## src/design/calds_pkg.sv

```systemverilog
`timescale 1ns / 1ps
// Shared constants, handshake structs and calendar helpers for the date keeper.
// No dependencies; imported by every module of the block.
package calds_pkg;

  localparam int DEFAULT_AMOUNT_WIDTH = 16;

  localparam logic [1:0] CMD_LOAD = 2'd0;
  localparam logic [1:0] CMD_ADD  = 2'd1;
  localparam logic [1:0] CMD_SUB  = 2'd2;

  localparam logic [1:0] STATUS_OK       = 2'd0;
  localparam logic [1:0] STATUS_SAT      = 2'd1;
  localparam logic [1:0] STATUS_BAD_LOAD = 2'd2;

  localparam logic [13:0] YEAR_MIN   = 14'd1;
  localparam logic [13:0] YEAR_MAX   = 14'd9999;
  localparam logic [13:0] RESET_YEAR = 14'd2018;

  localparam logic [3:0] MONTH_JAN = 4'd1;
  localparam logic [3:0] MONTH_DEC = 4'd12;

  localparam logic [4:0] DAY_FIRST    = 5'd1;
  localparam logic [4:0] LONG_LEN     = 5'd31;
  localparam logic [4:0] SHORT_LEN    = 5'd30;
  localparam logic [4:0] FEB_LEN      = 5'd28;
  localparam logic [4:0] FEB_LEAP_LEN = 5'd29;

  // ceil(2^17 / 25): floor(y * DIV25_RECIP / 2^17) == y / 25 for any 14-bit y
  localparam logic [26:0] DIV25_RECIP = 27'd5243;

  typedef struct packed {
    logic accept;  // latch the incoming request
    logic setup;   // seed the day accumulator, check a load
    logic step;    // walk one month
    logic finish;  // commit the date and fill the output register
  } calds_cmd_t;

  typedef struct packed {
    logic done;      // walk complete
    logic out_free;  // output register can take a result this cycle
  } calds_sts_t;

  // Divisible by 4 and not by 100, or divisible by 400.
  function automatic logic is_leap(input logic [13:0] y);
    logic [26:0] prod;
    logic [9:0]  q;
    logic [13:0] q25;
    logic        div25;
    prod  = {13'd0, y} * DIV25_RECIP;
    q     = prod[26:17];
    q25   = {q, 4'b0000} + {1'b0, q, 3'b000} + {4'b0000, q};
    div25 = (q25 == y);
    return (y[1:0] == 2'b00) && (!div25 || (y[3:0] == 4'b0000));
  endfunction

  // Zero for a month code outside 1..12.
  function automatic logic [4:0] month_len(input logic leap, input logic [3:0] m);
    logic [4:0] len;
    case (m)
      4'd1, 4'd3, 4'd5, 4'd7, 4'd8, 4'd10, 4'd12: len = LONG_LEN;
      4'd4, 4'd6, 4'd9, 4'd11:                    len = SHORT_LEN;
      4'd2:                                       len = leap ? FEB_LEAP_LEN : FEB_LEN;
      default:                                    len = 5'd0;
    endcase
    return len;
  endfunction

endpackage

```

## src/design/calds_ctrl.sv

```systemverilog
`timescale 1ns / 1ps
// Controller for the date keeper: sequences accept, setup, month walk and commit.
// Depends on calds_pkg for the command and status structs.
module calds_ctrl
  import calds_pkg::*;
(
  input  logic       clk,
  input  logic       rst_n,
  input  logic       in_valid,
  output logic       in_stall,
  input  calds_sts_t sts,
  output calds_cmd_t cmd
);

  localparam logic [1:0] S_IDLE   = 2'd0;
  localparam logic [1:0] S_SETUP  = 2'd1;
  localparam logic [1:0] S_WALK   = 2'd2;
  localparam logic [1:0] S_FINISH = 2'd3;

  logic [1:0] state_r;
  logic [1:0] state_nxt;

  always_comb begin
    state_nxt = state_r;
    cmd       = '0;
    case (state_r)
      S_IDLE: begin
        if (in_valid) begin
          cmd.accept = 1'b1;
          state_nxt  = S_SETUP;
        end
      end
      S_SETUP: begin
        cmd.setup = 1'b1;
        state_nxt = S_WALK;
      end
      S_WALK: begin
        if (sts.done) begin
          state_nxt = S_FINISH;
        end else begin
          cmd.step = 1'b1;
        end
      end
      S_FINISH: begin
        // hold until the previous result has been taken
        if (sts.out_free) begin
          cmd.finish = 1'b1;
          state_nxt  = S_IDLE;
        end
      end
      default: state_nxt = S_IDLE;
    endcase
  end

  assign in_stall = (state_r != S_IDLE);

  always_ff @(posedge clk) begin
    if (!rst_n) begin
      state_r <= S_IDLE;
    end else begin
      state_r <= state_nxt;
    end
  end

endmodule

```

## src/design/calds_dp.sv

```systemverilog
`timescale 1ns / 1ps
// Datapath for the date keeper: request latch, current date, day accumulator,
// month-length unit and output register. Depends on calds_pkg.
module calds_dp
  import calds_pkg::*;
#(
  parameter int AMOUNT_WIDTH = DEFAULT_AMOUNT_WIDTH
) (
  input  logic                    clk,
  input  logic                    rst_n,
  input  logic [1:0]              in_command,
  input  logic [AMOUNT_WIDTH-1:0] in_amount_days,
  input  logic [13:0]             in_load_year,
  input  logic [3:0]              in_load_month,
  input  logic [4:0]              in_load_day,
  input  calds_cmd_t              cmd,
  output calds_sts_t              sts,
  input  logic                    out_stall,
  output logic                    out_valid,
  output logic [13:0]             out_year,
  output logic [3:0]              out_month,
  output logic [4:0]              out_day,
  output logic [1:0]              out_status
);

  // signed accumulator: day + amount on the way up, day - amount on the way down
  localparam int DW = AMOUNT_WIDTH + 2;

  logic [1:0]              req_cmd_r;
  logic [AMOUNT_WIDTH-1:0] req_amt_r;
  logic [13:0]             req_year_r;
  logic [3:0]              req_month_r;
  logic [4:0]              req_day_r;

  logic [13:0] cur_year_r, cur_year_nxt;
  logic [3:0]  cur_month_r, cur_month_nxt;
  logic [4:0]  cur_day_r, cur_day_nxt;

  logic signed [DW-1:0] acc_r, acc_nxt;
  logic                 sat_r, sat_nxt;
  logic                 load_ok_r, load_ok_nxt;

  logic        out_valid_r, out_valid_nxt;
  logic [13:0] out_year_r, out_year_nxt;
  logic [3:0]  out_month_r, out_month_nxt;
  logic [4:0]  out_day_r, out_day_nxt;
  logic [1:0]  out_status_r, out_status_nxt;

  logic                 is_add, is_sub;
  logic [13:0]          len_year;
  logic [3:0]           len_month;
  logic [4:0]           mlen;
  logic signed [DW-1:0] mlen_s, day_s, amt_s, dec_len_s;
  logic [4:0]           fin_day;

  assign is_add = (req_cmd_r == CMD_ADD);
  assign is_sub = (req_cmd_r == CMD_SUB);

  // one month-length unit: the load date during setup, otherwise the month
  // being left (add) or the month being entered (subtract)
  always_comb begin
    if (cmd.setup) begin
      len_year  = req_year_r;
      len_month = req_month_r;
    end else begin
      len_year  = cur_year_r;
      len_month = is_sub ? (cur_month_r - 4'd1) : cur_month_r;
    end
  end

  assign mlen      = month_len(is_leap(len_year), len_month);
  assign mlen_s    = $signed({{(DW-5){1'b0}}, mlen});
  assign day_s     = $signed({{(DW-5){1'b0}}, cur_day_r});
  assign amt_s     = $signed({2'b00, req_amt_r});
  assign dec_len_s = $signed({{(DW-5){1'b0}}, LONG_LEN});

  assign sts.done = sat_r || (!is_add && !is_sub) ||
                    (is_add && (acc_r <= mlen_s)) ||
                    (is_sub && !acc_r[DW-1] && (acc_r != '0));
  assign sts.out_free = !out_valid_r || !out_stall;

  assign fin_day = (is_add || is_sub) ? acc_r[4:0] : cur_day_r;

  always_comb begin
    cur_year_nxt   = cur_year_r;
    cur_month_nxt  = cur_month_r;
    cur_day_nxt    = cur_day_r;
    acc_nxt        = acc_r;
    sat_nxt        = sat_r;
    load_ok_nxt    = load_ok_r;
    out_valid_nxt  = out_valid_r && out_stall;
    out_year_nxt   = out_year_r;
    out_month_nxt  = out_month_r;
    out_day_nxt    = out_day_r;
    out_status_nxt = out_status_r;

    if (cmd.setup) begin
      sat_nxt     = 1'b0;
      acc_nxt     = is_add ? (day_s + amt_s) : (day_s - amt_s);
      // a month outside 1..12 gives length zero and fails the day check
      load_ok_nxt = (req_year_r >= YEAR_MIN) && (req_year_r <= YEAR_MAX) &&
                    (req_day_r != 5'd0) && (req_day_r <= mlen);
    end

    if (cmd.step && is_add) begin
      acc_nxt = acc_r - mlen_s;
      if (cur_month_r == MONTH_DEC) begin
        if (cur_year_r == YEAR_MAX) begin
          // clamp at the last representable date
          sat_nxt       = 1'b1;
          cur_month_nxt = MONTH_DEC;
          acc_nxt       = dec_len_s;
        end else begin
          cur_month_nxt = MONTH_JAN;
          cur_year_nxt  = cur_year_r + 14'd1;
        end
      end else begin
        cur_month_nxt = cur_month_r + 4'd1;
      end
    end

    if (cmd.step && is_sub) begin
      if (cur_month_r == MONTH_JAN) begin
        if (cur_year_r == YEAR_MIN) begin
          // clamp at the first representable date
          sat_nxt = 1'b1;
          acc_nxt = $signed({{(DW-5){1'b0}}, DAY_FIRST});
        end else begin
          cur_year_nxt  = cur_year_r - 14'd1;
          cur_month_nxt = MONTH_DEC;
          acc_nxt       = acc_r + dec_len_s;
        end
      end else begin
        cur_month_nxt = cur_month_r - 4'd1;
        acc_nxt       = acc_r + mlen_s;
      end
    end

    if (cmd.finish) begin
      out_valid_nxt = 1'b1;
      if (req_cmd_r == CMD_LOAD) begin
        if (load_ok_r) begin
          cur_year_nxt   = req_year_r;
          cur_month_nxt  = req_month_r;
          cur_day_nxt    = req_day_r;
          out_year_nxt   = req_year_r;
          out_month_nxt  = req_month_r;
          out_day_nxt    = req_day_r;
          out_status_nxt = STATUS_OK;
        end else begin
          out_year_nxt   = cur_year_r;
          out_month_nxt  = cur_month_r;
          out_day_nxt    = cur_day_r;
          out_status_nxt = STATUS_BAD_LOAD;
        end
      end else begin
        cur_day_nxt    = fin_day;
        out_year_nxt   = cur_year_r;
        out_month_nxt  = cur_month_r;
        out_day_nxt    = fin_day;
        out_status_nxt = sat_r ? STATUS_SAT : STATUS_OK;
      end
    end
  end

  always_ff @(posedge clk) begin
    if (cmd.accept) begin
      req_cmd_r   <= in_command;
      req_amt_r   <= in_amount_days;
      req_year_r  <= in_load_year;
      req_month_r <= in_load_month;
      req_day_r   <= in_load_day;
    end
    acc_r        <= acc_nxt;
    sat_r        <= sat_nxt;
    load_ok_r    <= load_ok_nxt;
    out_year_r   <= out_year_nxt;
    out_month_r  <= out_month_nxt;
    out_day_r    <= out_day_nxt;
    out_status_r <= out_status_nxt;
  end

  always_ff @(posedge clk) begin
    if (!rst_n) begin
      cur_year_r  <= RESET_YEAR;
      cur_month_r <= MONTH_JAN;
      cur_day_r   <= DAY_FIRST;
      out_valid_r <= 1'b0;
    end else begin
      cur_year_r  <= cur_year_nxt;
      cur_month_r <= cur_month_nxt;
      cur_day_r   <= cur_day_nxt;
      out_valid_r <= out_valid_nxt;
    end
  end

  assign out_valid  = out_valid_r;
  assign out_year   = out_year_r;
  assign out_month  = out_month_r;
  assign out_day    = out_day_r;
  assign out_status = out_status_r;

endmodule

```

## src/design/calendar_date_add_subtract_days.sv

```systemverilog
`timescale 1ns / 1ps
// Gregorian date keeper: load a date, add or subtract a day count, one month per cycle.
// Sequence per request: accept, setup, month walk, commit to the output register; the walk
// crosses up to about 2150 months for a 16-bit amount, and load and unused commands take no walk steps.
// A new request is taken only once the previous one has been committed (in_stall meanwhile).
// Reset (synchronous, rst_n low): date 2018-01-01, controller idle, no result pending.
module calendar_date_add_subtract_days
  import calds_pkg::*;
#(
  parameter int AMOUNT_WIDTH = DEFAULT_AMOUNT_WIDTH
) (
  input  logic                    clk,
  input  logic                    rst_n,
  input  logic                    in_valid,
  output logic                    in_stall,
  input  logic [1:0]              in_command,
  input  logic [AMOUNT_WIDTH-1:0] in_amount_days,
  input  logic [13:0]             in_load_year,
  input  logic [3:0]              in_load_month,
  input  logic [4:0]              in_load_day,
  output logic                    out_valid,
  input  logic                    out_stall,
  output logic [13:0]             out_year,
  output logic [3:0]              out_month,
  output logic [4:0]              out_day,
  output logic [1:0]              out_status
);

  calds_cmd_t cmd;
  calds_sts_t sts;

  calds_ctrl u_ctrl (
    .clk      (clk),
    .rst_n    (rst_n),
    .in_valid (in_valid),
    .in_stall (in_stall),
    .sts      (sts),
    .cmd      (cmd)
  );

  calds_dp #(
    .AMOUNT_WIDTH (AMOUNT_WIDTH)
  ) u_dp (
    .clk            (clk),
    .rst_n          (rst_n),
    .in_command     (in_command),
    .in_amount_days (in_amount_days),
    .in_load_year   (in_load_year),
    .in_load_month  (in_load_month),
    .in_load_day    (in_load_day),
    .cmd            (cmd),
    .sts            (sts),
    .out_stall      (out_stall),
    .out_valid      (out_valid),
    .out_year       (out_year),
    .out_month      (out_month),
    .out_day        (out_day),
    .out_status     (out_status)
  );

endmodule

```

## config.mk

```make
export PLATFORM = sky130hd
export DESIGN_NAME = calendar_date_add_subtract_days
export DESIGN_NICKNAME = d
export VERILOG_FILES = /design/src/design/calds_pkg.sv /design/src/design/calds_ctrl.sv /design/src/design/calds_dp.sv /design/src/design/calendar_date_add_subtract_days.sv
export SDC_FILE = /design/constraint.sdc
export NUM_CORES = 1
export LEC_CHECK = 0
export ABC_CLOCK_PERIOD_IN_PS = 15800
export BUFFER_PORTS_ARGS = -buffer_cell sky130_fd_sc_hd__buf_2
export CAP_MARGIN = 20
export CORE_ASPECT_RATIO = 0.7
export CORE_MARGIN = 10
export CORE_UTILIZATION = 45
export DETAILED_ROUTE_END_ITERATION = 7
export PLACE_DENSITY_LB_ADDON = 0.25
export RECOVER_POWER = 25
export REMOVE_ABC_BUFFERS = 1
export SLEW_MARGIN = 20
export SYNTH_ARGS = -nofsm -noshare
export SYNTH_HDL_FRONTEND = slang
export SYNTH_HIERARCHICAL = 1
export SYNTH_SLANG_ARGS = --single-unit
```

## constraint.sdc

```tcl
create_clock -name clk -period 15.8 [get_ports clk]
set_input_delay 1.58 -clock clk [delete_from_list [all_inputs] [get_ports clk]]
set_output_delay 1.58 -clock clk [all_outputs]
set_load 0.03 [all_outputs]
```

# Word-level counts from Yosys, hierarchy flattened
# Index checks and enable logic that the tools add are counted.
op_classes:
  n_addsub: 11
  n_mul: 1
  div_mod_pow: 0
  magnitude_cmp: 4
  eq_ne: 25
  shift: 0
  mux: 60
  bitwise_logic: 0
  n_reduce_logical: 34
op_table:
  columns: ["cell", "count"]
  rows:
  - ["two-way mux 14 bit", 12]
  - ["two-way mux 18 bit", 8]
  - ["two-way mux 4 bit", 13]
  - ["multiplier 14 x 13 -> 27 bit (second input constant)", 1]
  - ["equality test 4 bit (second input constant)", 6]
  - ["adder 18 x 6 -> 18 bit", 1]
  - ["adder 18 x 6 -> 18 bit (second input constant)", 1]
  - ["<= comparator 18 x 6 -> 1 bit", 1]
  - ["nonzero test 18 bit", 1]
  - ["subtractor 18 x 6 -> 18 bit", 1]
  - ["adder 5 x 16 -> 17 bit", 1]
  - ["two-way mux 1 bit", 17]
  - ["subtractor 5 x 16 -> 17 bit", 1]
  - ["equality test 4 x 3 -> 1 bit (second input constant)", 4]
  - ["two-way mux 5 bit", 3]
  - ["case mux 5 bit (3 select lines)", 1]
  - ["adder 14 x 1 -> 14 bit (second input constant)", 1]
  - ["adder 14 x 10 -> 14 bit", 1]
  - ["adder 14 x 13 -> 14 bit", 1]
  - ["equality test 14 x 1 -> 1 bit (second input constant)", 1]
  - ["equality test 14 bit", 1]
  - ["equality test 14 bit (second input constant)", 1]
  - ["greater-or-equal comparator 14 x 1 -> 1 bit (second input constant)", 1]
  - ["<= comparator 14 bit (second input constant)", 1]
  - ["other kinds (22)", 55]
word_totals:
  reg_bits: 112
  latchBits: 0
  ram_bits: 0
  mem_bits_ro: 0
  input_bits: 45
  output_inout_bits: 27
  word_cells: 152
  n_memories: 0

# Depth between registers and ports, before layout
logic_depth:
  depth_word: 26
  depth_mapped: 55
  ltp_nobuf: 51

# Cells and area by module
# Netlist, hierarchy kept.
by_module_without_submodules:
  columns: ["module", "n_inst", "cells_per_inst", "area_per_inst_um2", "seq_area_each_um2"]
  rows:
  - ["calds_dp", 1, 1256, 11671.2, 3052.9]
  - ["calds_ctrl", 1, 21, 196.4, 40.0]

# Least setup slack after synthesis
# No wires, ideal clock.
synth_path:
  path_kind: "register -> register"
  startpoint: "reg u_ctrl.state_r[1]"
  endpoint: "reg u_dp.acc_r[5], data pin"
  setup_time_ps: 146
  arrival_time_ps: 11083
  t_required_ps: 15654
  path_slack_ps: 4572
  path_stages_with_launch: 53
  n_path_buf: 4
  synth_period_minus_slack_ps: 11228
  cell_sequence: "dfxtp_1 inv_1 ha_1 clkbuf_1 buf_2 mux2i_1 inv_1 fa_1 ha_1 inv_1 fa_1 inv_1 fa_1 inv_1 fa_1 inv_1 ha_1 and4_1 (+17 left out) a31oi_1 ha_1 fa_1 o21bai_1 a21oi_1 o21bai_1 a21oi_1 o21ai_0 nand4_1 nor2b_4 clkbuf_1 nand2_1 buf_2 nor2_1 nand2_1 or3_1 a31o_1 o21ai_1"
synth_rtl:
  columns: ["element", "line", "text"]
  rows:
  - ["start, declared", "calds_ctrl.sv:20", "logic [1:0] state_r;"]
  - ["start signal, assigned", "calds_ctrl.sv:61", "state_r <= state_nxt;"]
  - ["end signal, assigned", "calds_dp.sv:174", "acc_r <= acc_nxt;"]
  - ["end, declared", "calds_dp.sv:39", "logic signed [DW-1:0] acc_r, acc_nxt;"]

==> results.cfg <==
[floorplan]
start_util = 0.460
die_area_sq_um = 33400
rows = 49
die_width_um = 214
coreArea_sq_um = 25800
ios = 72
die_h_um = 156

[layout]
nFillCells = 2463
nets = 1588
layout-drive-gt1-share = 0.0952
layout_common_cells = 177 x inv_1, 151 x ha_1, 85 x edfxtp_1
multiInputGateArea_sq_um = 7920
final_common_cell = inv_1
seqCellArea_sq_um = 3090
area_growth_pct = 8.10
num_antenna_cells = 0

[yosys]
synth-edff-count = 85
syn_area_per_cell_sq_um = 9.29
synth-main-ff-cell = edfxtp_1
yosys_register_bits = 112
synth_top_family_by_area = adder cells
ys_types = 83
postSynthCellCount = 1277
synth-simple-area-share = 0.146
synthMuxAreaShare = 0.0358
synth_compound_area_frac = 0.146
syn_area_sq_um = 11900
synthXorXnorAreaFrac = 0.0537
synthArstFlopShare = 0
ys_warn_count = 6
seq_area_frac_synth = 0.261
synthAdderAreaFrac = 0.284

[worst_setup_path]
cp_data_required_time_ns = 16.04
crit_top_cell = fa_1
crit_path_top_delay_cell = ha_1
cp.arrival_ns = 14.34
worstSetupPathType = flop to flop
worstSetupPathDepth = 45
reg2regPathDepth = 45
end_kind = flop
cp_num_buf_inv = 6
startpoint_type = flop
critPathMaxFanout = 17
cp_slowest_stage_delay_ns = 0.87
cpLargestDelayFamily = adder cells

[min_path]
hp-class = flop to flop
holdPathStages = 2

[route]
dr.pass1.iters = 8
ant_nets = 0
routed_wl_um = 34600
drc = 0
via_count = 9678
route.detailed.vias_per_inst = 5.76
drtIter0Drc = 1026
routedWlPerCell_um = 20.6

[sta]
fin_tns_setup_ns = 0
finalHoldViolations = 0
rsz0062_at_grt = false
worstMarginPinSlew_ns = 2.30
drv_slew = 42
period_share = 0.892
layout_min_cycle_time_ns = 14.10
setup_viol = 0
fmax_mhz = 70.9
finalClockSkew_ns = 0.0153
slew_headroom = -0.534

[global_routing]
grt_pass1_wl_um = 54200
grtUsageTotal = 0.206
antenna_found_initial = 0
grt_pass1_vias = 9329
grt_overflow = 0
grt_max_degree = 42

[clock_network]
cts_resized = 0
cts_hold_buf = 0
clk_pin_slew_ns = 0.09
htree_levels = 3
cts_buffer_depth = 2
clkLatencyLatePin_ns = 0.38
cts.sinks = 112
cts-buffers-inserted = 9
cts_root_buffer = clkbuf_16
postCtsSetupRepairBufs = 0
cts_tree = built

[placed_design]
gp_congestion = 0.934
io_buffers = 71
hpwlAfterDp_um = 28000

[flow_run]
max_cap_violations = 1

[run_status]
violations = max-capacitance violations, max-slew violations
status = complete, but fails checks
==> stage by stage <==
| stage | util | std cells | area (sq um) | hold WS, ns | setup WS (ns) |
|---|---|---|---|---|---|
| 2_1_floorplan | - | 1231 | 11700 | 0.468 | 4.11 |
| 3_3_place_gp | 0.485 | 1664 | 12500 | 0.485 | 2.33 |
| 3_5_place_dp | 0.485 | 1664 | 12500 | 0.498 | 1.91 |
| 4_1_cts | 0.497 | 1680 | 12800 | 0.510 | 1.94 |
| 5_1_grt | 0.497 | 1680 | 12800 | 0.542 | 0.630 |
| 6_report | 0.497 | 1680 | 12800 | 0.507 | 1.70 |
==> layer usage <==
layer | vias up | track usage | share of wire
li1 | 4595 | - | -
met1 | 4592 | 0.333 | 0.51
met2 | 471 | 0.247 | 0.35
met3 | 20 | 0.0734 | 0.12
met4 | 0 | 0.0283 | 0.0062
met5 | - | 0 | 0
==> worst min-delay path: stages (launching register included) <==
cell and delay [ns]:
dfxtp_1 0.35, nand2_1 0.06, mux2i_1 0.05
==> area by class of cell <==
class                           instances  share of cell area
Clock inverter                          6             0.00653
Multi-Input combinational cell        941               0.617
Timing Repair Buffer                   76              0.0303
Inverter                              178              0.0521
Sequential cell                       112               0.241
Tap cell                              357              0.0348
Clock buffer                           10              0.0178
==> cell usage after synthesis, types with 4 or more instances <==
master	instances	area, sq um
a211oi_1	10	75.1
a21boi_1	4	30.0
a21o_1	9	67.6
a21oi_1	60	300
a22oi_1	6	45.0
a31oi_1	18	113
and2_1	10	62.6
and3_1	12	75.1
clkbuf_1	36	135
dfxtp_1	27	541
edfxtp_1	85	2550
fa_1	74	1480
ha_1	151	1890
inv_1	177	664
mux2_2	20	225
mux2i_1	20	200
nand2_1	77	289
nand2b_1	14	87.6
nand3_1	35	175
nand4_1	15	93.8
nor2_1	75	282
nor2b_1	19	119
nor3_1	32	160
nor4_1	14	87.6
o211ai_1	13	97.6
o21a_1	7	52.6
o21ai_0	44	220
o21ai_1	21	105
o21bai_1	6	45.0
o221ai_1	9	78.8
o22ai_1	15	93.8
o31ai_1	5	37.5
or3_1	12	75.1
or4_1	6	45.0
xnor2_1	39	342
xor2_1	31	272
==> kinds of logic after synthesis <==
| logic type | count (synthesis) |
|---|---|
| muxes | 40 |
| buffers and inverters | 224 |
| adders and majority gates | 225 |
| xor gates and xnor gates | 71 |
| DFF | 112 |
| and+or+nand+nor | 340 |
| AOI/OAI and AO/OA | 265 |
==> path summary, 6_finish.rpt <==
path | slack, ns | to | startpoint
worst max-delay path | 1.70 | u_dp/acc_r[5]$_DFFE_PP_ | u_ctrl/state_r[1]$_SDFFE_PN0P_
worst min-delay path | 0.51 | u_ctrl/state_r[1]$_SDFFE_PN0P_ | u_ctrl/state_r[1]$_SDFFE_PN0P_
worst max register to register | 1.70 | u_dp/acc_r[5]$_DFFE_PP_ | u_ctrl/state_r[1]$_SDFFE_PN0P_
worst min register to register | 0.51 | u_ctrl/state_r[1]$_SDFFE_PN0P_ | u_ctrl/state_r[1]$_SDFFE_PN0P_
==> flip-flops by register name (all words and copies together), names as in the netlist, 5 cells and up <==
| register | cells |
|---|---|
| u_dp/acc_r | 18 |
| u_dp/req_amt_r | 16 |
| u_dp/cur_year_r | 14 |
| u_dp/out_year | 14 |
| u_dp/req_year_r | 14 |
| u_dp/cur_day_r | 5 |
| u_dp/out_day | 5 |
| u_dp/req_day_r | 5 |
Power is not shown: default switching activity piles up to over one toggle a cycle in this logic, so the estimate is an artifact.
